`src/pcn_pkg.sv`:
```
// ----------------------------------------------------------------------------
// pcn_pkg: shared types, constants and arithmetic helpers
// Holds the chroma types, the decision constants, the register index codes
// and the small functions that derive the average, chroma, norm and dot.
// ----------------------------------------------------------------------------
package pcn_pkg;

  // Decision constants.
  localparam int unsigned MinPaperNorm2 = 25;
  localparam int unsigned MaxNormRatio  = 9;
  localparam int unsigned CosScale      = 100;
  localparam int unsigned CosLimit      = 81;

  // Division by three of a sum of three channels: multiply by the reciprocal.
  // The error of 683/2048 stays below one third over the whole sum range.
  localparam int unsigned AvgRecip = 683;
  localparam int unsigned AvgShift = 11;

  typedef logic [7:0]         chan_t;
  typedef logic signed [8:0]  chroma_t;
  typedef logic [15:0]        norm_t;
  typedef logic signed [17:0] dot_t;
  typedef logic [31:0]        prod_t;
  typedef logic [38:0]        wide_t;

  typedef struct packed {
    chroma_t r;
    chroma_t g;
    chroma_t b;
  } chroma_vec_t;

  typedef enum logic [1:0] {
    CfgPaperRed   = 2'd0,
    CfgPaperGreen = 2'd1,
    CfgPaperBlue  = 2'd2
  } cfg_idx_e;

  // Word leaving the first stage.
  typedef struct packed {
    logic        valid;
    chan_t       red;
    chan_t       green;
    chan_t       blue;
    chan_t       avg;
    chroma_vec_t chroma;
  } front_t;

  // Word leaving the second stage.
  typedef struct packed {
    logic  valid;
    chan_t red;
    chan_t green;
    chan_t blue;
    chan_t avg;
    norm_t norm2;
    dot_t  dot;
  } metric_t;

  function automatic chan_t avg3(chan_t r, chan_t g, chan_t b);
    logic [9:0]  sum;
    logic [19:0] prod;
    sum  = 10'(r) + 10'(g) + 10'(b);
    prod = 20'(sum) * 20'(AvgRecip);
    return prod[AvgShift +: 8];
  endfunction

  function automatic chroma_vec_t chroma_of(chan_t r, chan_t g, chan_t b, chan_t a);
    chroma_vec_t v;
    v.r = $signed({1'b0, r}) - $signed({1'b0, a});
    v.g = $signed({1'b0, g}) - $signed({1'b0, a});
    v.b = $signed({1'b0, b}) - $signed({1'b0, a});
    return v;
  endfunction

  function automatic norm_t norm2(chroma_vec_t v);
    logic signed [17:0] rr;
    logic signed [17:0] gg;
    logic signed [17:0] bb;
    rr = 18'(v.r) * 18'(v.r);
    gg = 18'(v.g) * 18'(v.g);
    bb = 18'(v.b) * 18'(v.b);
    return rr[15:0] + gg[15:0] + bb[15:0];
  endfunction

  function automatic dot_t dot3(chroma_vec_t a, chroma_vec_t b);
    dot_t rr;
    dot_t gg;
    dot_t bb;
    rr = 18'(a.r) * 18'(b.r);
    gg = 18'(a.g) * 18'(b.g);
    bb = 18'(a.b) * 18'(b.b);
    return rr + gg + bb;
  endfunction

endpackage

```
`src/pcn_paper_regs.sv`:
```
// ----------------------------------------------------------------------------
// pcn_paper_regs: paper colour registers and derived paper chroma
// Holds the three paper channels and registers the paper chroma vector from
// them and its squared norm from the registered chroma.
// ----------------------------------------------------------------------------
module pcn_paper_regs (
  input  logic                clk_i,
  input  logic                rst_ni,
  input  logic                cfg_valid_i,
  output logic                cfg_ready_o,
  input  logic [1:0]          cfg_index_i,
  input  pcn_pkg::chan_t      cfg_data_i,
  output pcn_pkg::chroma_vec_t paper_chroma_o,
  output pcn_pkg::norm_t      paper_norm2_o
);
  import pcn_pkg::*;

  chan_t       red_q, green_q, blue_q;
  chroma_vec_t pc_q;
  norm_t       pn2_q;

  assign cfg_ready_o = 1'b1;

  always_ff @(posedge clk_i or negedge rst_ni) begin
    if (!rst_ni) begin
      red_q   <= 8'hFF;
      green_q <= 8'hFF;
      blue_q  <= 8'hFF;
    end else if (cfg_valid_i) begin
      case (cfg_index_i)
        CfgPaperRed:   red_q   <= cfg_data_i;
        CfgPaperGreen: green_q <= cfg_data_i;
        CfgPaperBlue:  blue_q  <= cfg_data_i;
        default: ;
      endcase
    end
  end

  // A white paper has zero chroma, so the derived values reset to zero.
  always_ff @(posedge clk_i or negedge rst_ni) begin
    if (!rst_ni) begin
      pc_q  <= '0;
      pn2_q <= '0;
    end else begin
      pc_q  <= chroma_of(red_q, green_q, blue_q, avg3(red_q, green_q, blue_q));
      pn2_q <= norm2(pc_q);
    end
  end

  assign paper_chroma_o = pc_q;
  assign paper_norm2_o  = pn2_q;

  a_norm_follows_chroma: assert property (@(posedge clk_i) disable iff (!rst_ni)
    pn2_q == norm2($past(pc_q)))
    else $error("paper norm does not follow paper chroma");

endmodule

```
`src/pcn_front.sv`:
```
// ----------------------------------------------------------------------------
// pcn_front: first pipeline stage
// Registers the pixel together with its truncated average and chroma vector.
// ----------------------------------------------------------------------------
module pcn_front (
  input  logic            clk_i,
  input  logic            rst_ni,
  input  logic            accept_i,
  input  pcn_pkg::chan_t  red_i,
  input  pcn_pkg::chan_t  green_i,
  input  pcn_pkg::chan_t  blue_i,
  output pcn_pkg::front_t front_o
);
  import pcn_pkg::*;

  front_t front_q;
  chan_t  avg_d;

  assign avg_d = avg3(red_i, green_i, blue_i);

  always_ff @(posedge clk_i or negedge rst_ni) begin
    if (!rst_ni) begin
      front_q <= '0;
    end else begin
      front_q.valid  <= accept_i;
      front_q.red    <= red_i;
      front_q.green  <= green_i;
      front_q.blue   <= blue_i;
      front_q.avg    <= avg_d;
      front_q.chroma <= chroma_of(red_i, green_i, blue_i, avg_d);
    end
  end

  assign front_o = front_q;

endmodule

```
`src/pcn_metric.sv`:
```
// ----------------------------------------------------------------------------
// pcn_metric: second pipeline stage
// Registers the squared chroma norm and the dot product with the paper chroma.
// ----------------------------------------------------------------------------
module pcn_metric (
  input  logic                 clk_i,
  input  logic                 rst_ni,
  input  pcn_pkg::front_t      front_i,
  input  pcn_pkg::chroma_vec_t paper_chroma_i,
  output pcn_pkg::metric_t     metric_o
);
  import pcn_pkg::*;

  metric_t metric_q;

  always_ff @(posedge clk_i or negedge rst_ni) begin
    if (!rst_ni) begin
      metric_q <= '0;
    end else begin
      metric_q.valid <= front_i.valid;
      metric_q.red   <= front_i.red;
      metric_q.green <= front_i.green;
      metric_q.blue  <= front_i.blue;
      metric_q.avg   <= front_i.avg;
      metric_q.norm2 <= norm2(front_i.chroma);
      metric_q.dot   <= dot3(front_i.chroma, paper_chroma_i);
    end
  end

  assign metric_o = metric_q;

endmodule

```
`src/pcn_decide.sv`:
```
// ----------------------------------------------------------------------------
// pcn_decide: third and fourth pipeline stages
// Forms the two cosine products and the range checks, then makes the gray
// decision and drives the registered result.
// ----------------------------------------------------------------------------
module pcn_decide (
  input  logic             clk_i,
  input  logic             rst_ni,
  input  pcn_pkg::metric_t metric_i,
  input  pcn_pkg::norm_t   paper_norm2_i,
  output logic             done_o,
  output pcn_pkg::chan_t   out_red_o,
  output pcn_pkg::chan_t   out_green_o,
  output pcn_pkg::chan_t   out_blue_o,
  output logic             was_neutralized_o
);
  import pcn_pkg::*;

  logic               valid3_q;
  chan_t              red3_q, green3_q, blue3_q, avg3_q;
  prod_t              dot_sq_q;
  prod_t              norm_prod_q;
  logic               eligible_q;
  logic signed [35:0] dot_sq_d;
  logic               eligible_d;
  wide_t              lhs;
  wide_t              rhs;
  logic               gray;

  logic               done_q;
  chan_t              out_red_q, out_green_q, out_blue_q;
  logic               neutral_q;

  // Stage three: products and the cheap range tests.
  assign dot_sq_d   = 36'(metric_i.dot) * 36'(metric_i.dot);
  assign eligible_d = (32'(paper_norm2_i) >= 32'(MinPaperNorm2))
                   && (metric_i.norm2 != '0)
                   && (20'(metric_i.norm2) <= 20'(paper_norm2_i) * 20'(MaxNormRatio))
                   && !metric_i.dot[17] && (metric_i.dot != '0);

  always_ff @(posedge clk_i or negedge rst_ni) begin
    if (!rst_ni) begin
      valid3_q <= 1'b0;
    end else begin
      valid3_q <= metric_i.valid;
    end
  end

  always_ff @(posedge clk_i) begin
    red3_q      <= metric_i.red;
    green3_q    <= metric_i.green;
    blue3_q     <= metric_i.blue;
    avg3_q      <= metric_i.avg;
    dot_sq_q    <= dot_sq_d[31:0];
    norm_prod_q <= 32'(metric_i.norm2) * 32'(paper_norm2_i);
    eligible_q  <= eligible_d;
  end

  // Stage four: cosine test, at least 0.9, with constant scalings.
  assign lhs  = 39'(dot_sq_q) * 39'(CosScale);
  assign rhs  = 39'(norm_prod_q) * 39'(CosLimit);
  assign gray = eligible_q && (lhs >= rhs);

  always_ff @(posedge clk_i or negedge rst_ni) begin
    if (!rst_ni) begin
      done_q <= 1'b0;
    end else begin
      done_q <= valid3_q;
    end
  end

  always_ff @(posedge clk_i) begin
    out_red_q   <= gray ? avg3_q : red3_q;
    out_green_q <= gray ? avg3_q : green3_q;
    out_blue_q  <= gray ? avg3_q : blue3_q;
    neutral_q   <= gray;
  end

  assign done_o            = done_q;
  assign out_red_o         = out_red_q;
  assign out_green_o       = out_green_q;
  assign out_blue_o        = out_blue_q;
  assign was_neutralized_o = neutral_q;

  a_gray_is_gray: assert property (@(posedge clk_i) disable iff (!rst_ni)
    (done_q && neutral_q) |-> (out_red_q == out_green_q && out_green_q == out_blue_q))
    else $error("neutralized pixel has unequal channels");

  a_weak_paper_passes: assert property (@(posedge clk_i) disable iff (!rst_ni)
    (32'(paper_norm2_i) < 32'(MinPaperNorm2) && metric_i.valid) |=> !eligible_q)
    else $error("pixel eligible under a weak paper tint");

endmodule

```
`src/paper_cast_neutralizer.sv`:
```
// ----------------------------------------------------------------------------
// paper_cast_neutralizer: removes the paper colour cast from RGB pixels
// A pixel whose chroma points the same way as the paper chroma, and is not
// much stronger, is replaced by gray at its truncated average.
// ----------------------------------------------------------------------------
// Usage:
//   Pixels enter on the command channel: a word is taken at each rising edge
//   with start high and busy low. busy is always low, so one pixel can be
//   taken in every cycle and the sustained rate is one pixel per clock.
//   Each pixel leaves as exactly one result word, marked by done_o for one
//   cycle, in the order the pixels arrived. The receiver cannot stall, so no
//   back pressure exists anywhere in the pipeline.
//   The result reaches the ports after the pixel passes four register stages:
//   the average and chroma, the norm and dot product, the cosine products,
//   and the gray decision with output.
//   The paper colour is written through the configuration channel (index 0
//   red, 1 green, 2 blue; index 3 is ignored), which is always ready. Writes
//   belong in idle periods; the paper chroma and its norm are derived through
//   registers, and a pixel taken after the write already sees the new colour.
//   Reset sets the paper to white, which has no tint, so all pixels pass
//   unchanged until a tinted paper colour is written. Reset empties the
//   pipeline: no result word follows a pixel that was in flight at reset.
// ----------------------------------------------------------------------------
module paper_cast_neutralizer (
  input  logic           clk_i,
  input  logic           rst_ni,
  input  logic           start,
  output logic           busy,
  input  pcn_pkg::chan_t pixel_red_i,
  input  pcn_pkg::chan_t pixel_green_i,
  input  pcn_pkg::chan_t pixel_blue_i,
  output logic           done_o,
  output pcn_pkg::chan_t out_red_o,
  output pcn_pkg::chan_t out_green_o,
  output pcn_pkg::chan_t out_blue_o,
  output logic           was_neutralized_o,
  input  logic           cfg_valid_i,
  output logic           cfg_ready_o,
  input  logic [1:0]     cfg_index_i,
  input  pcn_pkg::chan_t cfg_data_i
);
  import pcn_pkg::*;

  chroma_vec_t paper_chroma;
  norm_t       paper_norm2;
  front_t      front;
  metric_t     metric;
  logic        accept;

  // The pipeline never holds back, so the block is never busy.
  assign busy   = 1'b0;
  assign accept = start && !busy;

  pcn_paper_regs u_paper (
    .clk_i          (clk_i),
    .rst_ni         (rst_ni),
    .cfg_valid_i    (cfg_valid_i),
    .cfg_ready_o    (cfg_ready_o),
    .cfg_index_i    (cfg_index_i),
    .cfg_data_i     (cfg_data_i),
    .paper_chroma_o (paper_chroma),
    .paper_norm2_o  (paper_norm2)
  );

  // Stage one: average and chroma of the incoming pixel.
  pcn_front u_front (
    .clk_i    (clk_i),
    .rst_ni   (rst_ni),
    .accept_i (accept),
    .red_i    (pixel_red_i),
    .green_i  (pixel_green_i),
    .blue_i   (pixel_blue_i),
    .front_o  (front)
  );

  // Stage two: squared norm and dot product against the paper chroma.
  pcn_metric u_metric (
    .clk_i          (clk_i),
    .rst_ni         (rst_ni),
    .front_i        (front),
    .paper_chroma_i (paper_chroma),
    .metric_o       (metric)
  );

  // Stages three and four: cosine test and output register.
  pcn_decide u_decide (
    .clk_i             (clk_i),
    .rst_ni            (rst_ni),
    .metric_i          (metric),
    .paper_norm2_i     (paper_norm2),
    .done_o            (done_o),
    .out_red_o         (out_red_o),
    .out_green_o       (out_green_o),
    .out_blue_o        (out_blue_o),
    .was_neutralized_o (was_neutralized_o)
  );

  // Each accepted pixel raises done_o once it has passed the pipeline registers.
  a_every_pixel_done: assert property (@(posedge clk_i) disable iff (!rst_ni)
    accept |-> ##4 done_o)
    else $error("accepted pixel produced no result");

  a_no_spurious_done: assert property (@(posedge clk_i) disable iff (!rst_ni)
    done_o |-> $past(accept, 4))
    else $error("result without an accepted pixel");

endmodule
```
`config.mk`:
```
export PLATFORM = sky130hd
export DESIGN_NAME = paper_cast_neutralizer
export DESIGN_NICKNAME = d
export VERILOG_FILES = /design/src/pcn_pkg.sv /design/src/pcn_paper_regs.sv /design/src/pcn_front.sv /design/src/pcn_metric.sv /design/src/pcn_decide.sv /design/src/paper_cast_neutralizer.sv
export SDC_FILE = /design/constraint.sdc
export NUM_CORES = 2
export LEC_CHECK = 0
export BUFFER_PORTS_ARGS = -buffer_cell sky130_fd_sc_hd__buf_2
export CAP_MARGIN = 20
export CORE_AREA = 2 2 359 432
export DETAILED_ROUTE_END_ITERATION = 6
export DIE_AREA = 0 0 361 434
export PLACE_DENSITY_LB_ADDON = 0.08
export RECOVER_POWER = 50
export SYNTH_ARGS = -nofsm -noshare
export SYNTH_HDL_FRONTEND = slang
export SYNTH_SLANG_ARGS = --single-unit
```
`constraint.sdc`:
```
create_clock -name clk_i -period 20.6 [get_ports clk_i]
set_input_delay 4.12 -clock clk_i [delete_from_list [all_inputs] [get_ports clk_i]]
set_output_delay 4.12 -clock clk_i [all_outputs]
set_load 0.005 [all_outputs]
```
==> run metrics <==
run status=finished with violations; violations in the final reports=design-rule violations, max-capacitance violations, max-slew violations; count of final setup violators=0; largest net degree at the start of global routing=84; count of different cell masters after synthesis=84; clock sink count=317; area of the core=152000 sq um; startpoint class of the critical path=input pin; number of buffers inserted by port buffering=63; sequential-to-total area share from yosys stat=0.113; number of remaining DRC errors=2; overall track demand over capacity in global routing=0.212; layout cells sized above 1=0.0459; cell row count=157; flop and latch count out of synthesis=317; effective utilization at floorplan=0.428; Setup crit end kind=flop; post-layout minimum cycle time=12480 ps; maximum achievable frequency=0.0801 GHz; reg-to-reg slack, setup=11680 ps; Clock Tree Buf Depth=3; Area Growth Syn to Fin=6.78%; DRT Pass-1 Iters=7; clk_lat worst skew=650 ps; number of violations reported at the end of detailed-routing iteration 0=1559; Total Routed Length=157000 microns; wire length of the first global-routing pass=260000 microns; start point of the critical path=pixel_red_i[1]; final count of hold timing violations=0; number of diodes added for antenna fixing=0; number of CTS-inserted buffers=42; Synth warnings=0; # Max-Cap Violations=2; via count of the first global-routing pass=47900; unrepaired setup endpoints after global routing=false; Worst Path Max Fanout=7; CTS Hold Bufs=0; library cell contributing the largest single delay on the critical path=sky130_fd_sc_hd__xnor2_1; Most common cell on crit path=sky130_fd_sc_hd__ha_1; half-perimeter wire length after detailed placement=131000 microns; post-synthesis cell area=65200 sq um; cell at the root of the clock tree=sky130_fd_sc_hd__clkbuf_16; worst clock skew on the final layout=79.2 ps; ys flop type=sky130_fd_sc_hd__dfrtp_1; post-DR vias/cell=4.86; number of vias after detailed routing=43000; Chip Width=361 microns; Antenna Nets Post-Route=0; H-tree level count=2; global placement routability congestion=0.801; placement-stage cell area=68000 sq um; Crit Reg-Reg Startpoint=u_paper.green_q[0]; Avg Cell Area, Syn=9.62 sq um; total negative slack=0 ps; Least-Margin Pin Slew=4850 ps; worst reg2reg endpoint=u_paper.paper_chroma_o[15]; die extent in y=434 microns; clock transition at the register clock pins on the worst setup and hold paths after CTS=60 ps; post-cts resize count=0; Critical Path End=u_front.front_o[8]; worst setup path category=input pin to flop; Post-synth EDFFs=0; Final Instance Area=69600 sq um; slew margin rel.=-2.24; Top-Level Pins=66; number of antenna violations at the first check in global routing=1; final-report max-slew violation count=132; Wirelength per Cell=17.8 microns; area of the die=157000 sq um; logic depth of the worst register-to-register path=35; remaining global-route overflow=0; fraction of the cycle the final worst path needs=0.606; maximum single-stage delay on the critical path=600 ps; Crit path arrival time=13040 ps; Gate Count Post-Synth=6774; nets@finish=8999; TritonCTS clock tree=done; required time of the critical path=21160 ps; worst min-delay path category=flop to flop; post-CTS setup buffer count=0; fraction of registers with async set/reset=0.618
## cells in the mapped netlist (8+ instances only)
library cell | number | area (sq um)
sky130_fd_sc_hd__a211oi_1 | 11 | 82.6
sky130_fd_sc_hd__a21boi_0 | 9 | 67.6
sky130_fd_sc_hd__a21o_1 | 100 | 751
sky130_fd_sc_hd__a21oi_1 | 188 | 941
sky130_fd_sc_hd__a31oi_1 | 22 | 138
sky130_fd_sc_hd__and2_1 | 349 | 2180
sky130_fd_sc_hd__and3_1 | 13 | 81.3
sky130_fd_sc_hd__clkbuf_1 | 150 | 563
sky130_fd_sc_hd__dfrtp_1 | 172 | 4300
sky130_fd_sc_hd__dfstp_2 | 24 | 631
sky130_fd_sc_hd__dfxtp_1 | 121 | 2420
sky130_fd_sc_hd__fa_1 | 1220 | 24400
sky130_fd_sc_hd__ha_1 | 927 | 11600
sky130_fd_sc_hd__inv_1 | 1755 | 6590
sky130_fd_sc_hd__maj3_1 | 18 | 180
sky130_fd_sc_hd__maj3_2 | 15 | 169
sky130_fd_sc_hd__mux2_2 | 48 | 541
sky130_fd_sc_hd__nand2_1 | 567 | 2130
sky130_fd_sc_hd__nand2b_1 | 57 | 357
sky130_fd_sc_hd__nand3_1 | 26 | 130
sky130_fd_sc_hd__nand4_1 | 19 | 119
sky130_fd_sc_hd__nor2_1 | 177 | 664
sky130_fd_sc_hd__nor2b_1 | 48 | 300
sky130_fd_sc_hd__nor3_1 | 28 | 140
sky130_fd_sc_hd__nor4_1 | 15 | 93.8
sky130_fd_sc_hd__o211ai_1 | 8 | 60.1
sky130_fd_sc_hd__o21a_1 | 34 | 255
sky130_fd_sc_hd__o21ai_0 | 94 | 470
sky130_fd_sc_hd__o21bai_1 | 33 | 248
sky130_fd_sc_hd__or2_2 | 16 | 100
sky130_fd_sc_hd__xnor2_1 | 281 | 2460
sky130_fd_sc_hd__xor2_1 | 101 | 885
## layer usage
metal  global-route usage  vias to the layer above  share of wire
met4               0.0478                        0          0.024
met2                0.400                      505           0.53
met1                0.259                    21800           0.42
li1                     -                    20500              -
met5                    0                        -              0
met3               0.0222                      149          0.030
## worst min path at each step
stage | depth (start not counted) | startpoint | slack, ps | end
global route | 0 | u_metric.metric_o[44] | 340 | u_decide.blue3_q[2]
CTS | 0 | u_metric.metric_o[51] | 330 | u_decide.green3_q[1]
floorplan | 0 | u_metric.metric_o[34] | 320 | u_decide.avg3_q[0]
global placement | 0 | u_metric.metric_o[41] | 320 | u_decide.avg3_q[7]
finish | 0 | u_metric.metric_o[51] | 340 | u_decide.green3_q[1]
detailed placement | 0 | u_metric.metric_o[44] | 330 | u_decide.blue3_q[2]
## final cells by class
type / count / area, sq um
repair buffers: 149 / 908
well taps: 1987 / 2490
inverters: 1761 / 6610
fillers: 14700 / 82700
clock inverters: 28 / 458
multi-input cells: 4543 / 50600
clock buffers: 50 / 1120
flip-flops and latches: 317 / 7360
## cell families after synthesis
| logic type | Yosys count | share of synthesized area |
|---|---|---|
| mux | 48 | 0.00830 |
| flops | 317 | 0.113 |
| xor+xnor | 383 | 0.0518 |
| buf+inv | 1916 | 0.111 |
| fa+ha+maj | 2180 | 0.558 |
| simple gates | 1347 | 0.101 |
| other cells | 2 | 0.000115 |
| compound gates | 581 | 0.0575 |
## through the flow
step                      hold slack [ps]  std cells  utilization  setup WS, ps
after global routing                  343       8835        0.457          7300
after CTS                             334       8832        0.457          8140
after detailed placement              327       8754        0.447          7480
after global placement                324       8754        0.447          7470
after floorplan                       324       6776            -          8790
final                                 335       8835        0.457          8120
## worst max-delay path: cells and delay by family
| family | cells | cell delay, ps |
|---|---|---|
| XOR/XNOR | 2 | 990 |
| AND/OR/NAND/NOR | 7 | 1150 |
| adder cells (fa/ha/maj) | 12 | 4520 |
| buffers and inverters | 3 | 480 |
| AO/OA/AOI/OAI | 11 | 1790 |
## sequential cells by signal, indices dropped and copies added, names as in the netlist, 16 cells and up
| register | flops |
|---|---|
| u_metric.metric_o | 67 |
| u_front.front_o | 60 |
| u_decide.dot_sq_q | 31 |
| u_paper.paper_chroma_o | 27 |
| u_paper.paper_norm2_o | 16 |
| u_decide.norm_prod_q | 32 |
## cells in the final DEF (no fill, tap or decap), types with 57 or more instances in the layout
| cell | count |
|---|---|
| sky130_fd_sc_hd__nand2b_1 | 57 |
| sky130_fd_sc_hd__xnor2_1 | 281 |
| sky130_fd_sc_hd__dfrtp_1 | 172 |
| sky130_fd_sc_hd__nor2_1 | 177 |
| sky130_fd_sc_hd__a21o_1 | 100 |
| sky130_fd_sc_hd__ha_1 | 927 |
| sky130_fd_sc_hd__dfxtp_1 | 121 |
| sky130_fd_sc_hd__inv_1 | 1755 |
| sky130_fd_sc_hd__fa_1 | 1220 |
| sky130_fd_sc_hd__and2_1 | 344 |
| sky130_fd_sc_hd__xor2_1 | 101 |
| sky130_fd_sc_hd__a21oi_1 | 188 |
| sky130_fd_sc_hd__o21ai_0 | 94 |
| sky130_fd_sc_hd__buf_4 | 81 |
| sky130_fd_sc_hd__nand2_1 | 567 |
Power is left out: the tool's default activity adds up to more than one toggle a clock period on the data nets, which glitch-free logic cannot reach.
